<file path="config.mk">
export PLATFORM = sky130hd
export DESIGN_NAME = xypm_ctrl
export DESIGN_NICKNAME = d
export VERILOG_FILES = /design/src/sv/xypm_pkg.sv /design/src/sv/xypm_ctrl.sv
export SDC_FILE = /design/constraint.sdc
export NUM_CORES = 1
export LEC_CHECK = 0
export ABC_AREA = 0
export BUFFER_PORTS_ARGS = -buffer_cell sky130_fd_sc_hd__buf_2
export CAP_MARGIN = 10
export CORE_MARGIN = 4
export CORE_UTILIZATION = 51
export CTS_CLUSTER_SIZE = 8
export DETAILED_ROUTE_END_ITERATION = 12
export GPL_TIMING_DRIVEN = 0
export HOLD_SLACK_MARGIN = 0.06
export PLACE_DENSITY_LB_ADDON = 0.1
export SYNTH_ARGS = -nofsm -noshare
export SYNTH_HDL_FRONTEND = slang
export SYNTH_SLANG_ARGS = --single-unit
</file>
<file path="constraint.sdc">
create_clock -name clk -period 3.77 [get_ports clk]
set_input_delay 0.377 -clock clk [delete_from_list [all_inputs] [get_ports clk]]
set_output_delay 0.377 -clock clk [all_outputs]
set_load 0.02 [all_outputs]
</file>
<file path="src/sv/xypm_pkg.sv">
// Shared types and constants for the XY position PID omni mixer.
package xypm_pkg;

  localparam int FRAC_BITS = 8;

  // Configuration register indexes
  localparam logic [2:0] REG_GAIN_PROP   = 3'd0;
  localparam logic [2:0] REG_GAIN_INTEG  = 3'd1;
  localparam logic [2:0] REG_GAIN_DERIV  = 3'd2;
  localparam logic [2:0] REG_INTEG_STEP  = 3'd3;
  localparam logic [2:0] REG_DERIV_SCALE = 3'd4;
  localparam logic [2:0] REG_INTEG_LIMIT = 3'd5;
  localparam logic [2:0] REG_POWER_LIMIT = 3'd6;

  localparam logic signed [15:0] PREV_ERR_X_RST = 16'sd61;
  localparam logic signed [15:0] PREV_ERR_Y_RST = 16'sd22;

  // Commands from controller to datapath
  typedef struct packed {
    logic load;      // capture input transfer, form errors
    logic upd;       // update integral and derivative for both axes
    logic drive;     // compute drives
    logic mix;       // mix, round, saturate, find max
    logic div_start; // start rescale divider for one wheel
    logic div_step;  // one divider bit step
    logic div_done;  // write divider quotient back
    logic [1:0] wheel;
  } xypm_cmd_t;

  // Status from datapath to controller
  typedef struct packed {
    logic tick_new;
    logic need_scale;
  } xypm_sts_t;

  typedef enum logic [7:0] {
    ST_IDLE  = 8'b00000001,
    ST_UPD   = 8'b00000010,
    ST_DRIVE = 8'b00000100,
    ST_MIX   = 8'b00001000,
    ST_DSTRT = 8'b00010000,
    ST_DIV   = 8'b00100000,
    ST_DWR   = 8'b01000000,
    ST_OUT   = 8'b10000000
  } xypm_state_t;

endpackage

</file>
<file path="src/sv/xypm_ctrl.sv">
// Controller state machine sequencing one item through the datapath.
module xypm_ctrl import xypm_pkg::*; (
  input  logic      clk,
  input  logic      rst_n,
  input  logic      in_valid,
  output logic      in_ready,
  output logic      out_valid,
  input  logic      out_ready,
  input  xypm_sts_t sts,
  output xypm_cmd_t cmd
);

  xypm_state_t state_r, state_nxt;
  logic [1:0] wheel_r, wheel_nxt;
  logic [5:0] cnt_r, cnt_nxt;

  assign in_ready  = state_r == ST_IDLE;
  assign out_valid = state_r == ST_OUT;

  // Next state and commands
  always_comb begin
    state_nxt = state_r;
    wheel_nxt = wheel_r;
    cnt_nxt   = cnt_r;
    cmd       = '0;
    cmd.wheel = wheel_r;
    unique case (state_r)
      ST_IDLE: if (in_valid) begin
        cmd.load = 1'b1;
        state_nxt = ST_UPD;
      end
      ST_UPD: begin
        cmd.upd = sts.tick_new;
        state_nxt = ST_DRIVE;
      end
      ST_DRIVE: begin
        cmd.drive = 1'b1;
        state_nxt = ST_MIX;
      end
      ST_MIX: begin
        cmd.mix = 1'b1;
        wheel_nxt = '0;
        state_nxt = ST_DSTRT;
      end
      ST_DSTRT: begin
        if (sts.need_scale) begin
          cmd.div_start = 1'b1;
          cnt_nxt = '0;
          state_nxt = ST_DIV;
        end else begin
          state_nxt = ST_OUT;
        end
      end
      ST_DIV: begin
        cmd.div_step = 1'b1;
        cnt_nxt = cnt_r + 6'd1;
        if (cnt_r == 6'd32) state_nxt = ST_DWR;
      end
      ST_DWR: begin
        cmd.div_done = 1'b1;
        wheel_nxt = wheel_r + 2'd1;
        state_nxt = (wheel_r == 2'd3) ? ST_OUT : ST_DSTRT;
      end
      ST_OUT: if (out_ready) state_nxt = ST_IDLE;
      default: state_nxt = ST_IDLE;
    endcase
  end

  always_ff @(posedge clk) begin
    if (!rst_n) begin
      state_r <= ST_IDLE;
      wheel_r <= '0;
      cnt_r   <= '0;
    end else begin
      state_r <= state_nxt;
      wheel_r <= wheel_nxt;
      cnt_r   <= cnt_nxt;
    end
  end

endmodule

</file>
==> flow_summary.ini <==
[place]
io_buffers = 16
hpwl_um = 1380
gp_congestion = 0.777
dpl-instance-area_sq_um = 975

[power_and_ir_drop]
leakage_uw = 0.000451
ir_worst_vdd_v = 0.000185
p_total_uw = 309
powerDensity_mw_per_mm2 = 310

[worst_setup_path]
reg2reg_to = cnt_r[4]
crit_path_cell_trace = nor4_1 -> nand4b_1 -> inv_1 -> buf_2
cp.arrival_ns = 2.09
start_kind = flop
r2r_cells = 7
crit_buf_inv = 2
ff2ff_setup_slack_ns = 1.81
slowest_stage = nor4_1
slowest_delay_ns = 0.68
criticalPathCategory = flop to output pin
cp-end-kind = output pin
critical_path_required_ns = 3.39
path_delay_family = simple AND/OR/NAND/NOR gates
r2r_start = state_r[0]
critPathMaxFanout = 5
startpoint = state_r[2]

[die]
die_x_um = 49.4
initial_core_util_pct = 56.1
dieArea_sq_mm = 0.00244
die_h_um = 49.4
core_region_area_sq_mm = 0.00156
boundaryPins = 17
placementRows = 14

[detailed_routing]
vias = 797
totalWireLength_um = 1870
drc = 0
wire_per_inst_um = 13.6
first_iter_violations = 17
detail-route-antenna-nets = 0
avgViaCountPerCell = 5.82
first_pass_iters = 4

[synth]
syn_nets = 111
synth_area_leaders = dfxtp_1, ha_1, nor2_1, nor4_1, nand4b_1
yosysWarningCount = 0
netlist_area_sq_um = 875
ys_types = 34
seq_area_frac_synth_pct = 36.6
synth_cells = 102
yosys.area.top_type = dfxtp_1
ys_seq_elements = 16
synth_top_area_share_pct = 36.6
synth_area_per_cell_sq_um = 8.57

[clock_network]
cts_resized = 0
root_buffer = clkbuf_4
cts_tree = yes
path_clk_slew_ns = 0.09
htree_num_levels = 1
cts_buffer_depth = 2
clock_latency_ns = 0.29
cts_buffers = 3
holdBufCountCts = 0
post_cts_buffers = 0
cts.sinks = 16

[final_layout]
finalNetCount = 132
drive_above_1_share_pct = 20.7
design_area_sq_um = 997
fill_cells = 150
fin_util_pct = 64.0
syn2layout_area_growth_pct = 14.0
antenna_cells = 0
layout_common_cells = dfxtp_1, buf_2, nor2_1, inv_1, nand2_1

[sta]
rsz0062_at_grt = no
max_clock_freq_mhz = 406
worst_hold_slack_ns = 0.299
clock_skew_ns = 0.00367
slew_headroom_pct = 49.1
finalMaxSlewViolations = 0
period_share_pct = 65.4
hold_viol_final = 0
period_needed_ns = 2.46
fin_tns_setup_ns = 0
worst_slew_pin_slew_ns = 0.756
setup_viol = 0

[min_path]
worstHoldEndpoint = state_r[5]
holdCritPathClass = primary input to flop
min-delay-start = rst_n
whs_path_depth = 2

[global_route]
gr-total-overflow = 0
grt_pass1_vias = 750
grt_max_degree = 11
grt_usage_pct = 17.3
grt_pass1_wl_um = 3280
antenna_found_initial = 0

[run]
cap_violations = 0

[status]
outcome = complete, no violations
power by group:
group | switching, uW | leakage [uW] | total, uW | internal [uW]
combinational | 25.0 | 0.000308 | 44.2 | 19.2
clock | 53.6 | 0.0000138 | 90.8 | 37.2
sequential | 2.52 | 0.000129 | 174 | 172
final cells by class:
| type | instances | area (sq um) | area share [%] |
|---|---|---|---|
| well taps | 16 | 20.0 | 2.01 |
| flip-flops and latches | 16 | 320 | 32.1 |
| multi-input cells | 74 | 482 | 48.3 |
| plain buffers | 2 | 22.5 | 2.26 |
| repair buffers | 16 | 80.1 | 8.03 |
| clock buffers | 3 | 22.5 | 2.26 |
| inverters | 10 | 50.0 | 5.02 |
layer usage:
| metal | part of all wire (%) | vias up | global-route usage (%) |
|---|---|---|---|
| li1 | - | 416 | - |
| met1 | 49 | 359 | 20.8 |
| met2 | 44 | 17 | 28.8 |
| met3 | 5.4 | 5 | 4.89 |
| met4 | 1.6 | 0 | 6.91 |
| met5 | 0 | - | 0 |
worst reg2reg max path: stages (launching register included):
cell and delay [ns]:
dfxtp_1 0.32, buf_6 0.13, or4_4 0.49, or3_1 0.39, buf_6 0.15, clkinv_8 0.06, a41oi_1 0.11, a311oi_1 0.24
metrics by stage:
stage                     std cells  setup WS, ns
after floorplan                 102          1.72
after global placement          134          1.73
after detailed placement        134          1.67
after CTS                       137          1.34
after global routing            137          1.22
final                           137          1.31
kinds of logic (layout without fill, tap and decap cells):
group	after synthesis	count (layout)	share of synthesized area (%)
and+or+nand+nor	48	48	30.6
AOI/OAI and AO/OA	20	20	16.9
DFF	16	16	36.6
buffers and inverters	12	31	8.30
adders and majority gates	3	3	4.29
xor gates and xnor gates	2	2	2.00
muxes	1	1	1.29
how the worst max path moves through the flow:
stage	end	slack, ns	depth (start not counted)
floorplan	cmd[7]	1.72	3
global placement	cmd[2]	1.73	4
detailed placement	cmd[2]	1.67	4
CTS	cmd[2]	1.34	4
global route	cmd[2]	1.22	4
finish	cmd[2]	1.31	4
sequential cells by signal, indices dropped and copies added, names as in the netlist:
signal and count:
wheel_r 2, cnt_r 6, state_r 8
synthesized netlist by cell type:
cell / number
nand3_1: 5
a211oi_1: 1
nand2b_1: 2
a41oi_1: 3
o221ai_1: 1
inv_1: 8
a31oi_1: 1
a2bb2oi_1: 1
nor2b_1: 2
o21a_1: 2
ha_1: 3
a311oi_1: 2
nand3b_1: 1
xnor2_1: 2
o21ai_0: 2
nor2_1: 10
and3_1: 3
nand4b_1: 4
buf_6: 2
o211ai_1: 1
nand2_1: 7
nor4_1: 6
or2_1: 1
or4b_1: 1
or2_2: 1
a21oi_1: 4
or4_4: 1
clkinv_8: 1
mux2_2: 1
nor3_1: 3
o211a_1: 2
dfxtp_1: 16
clkinv_1: 1
or3_1: 1
Power figures use the tool's default switching activity.
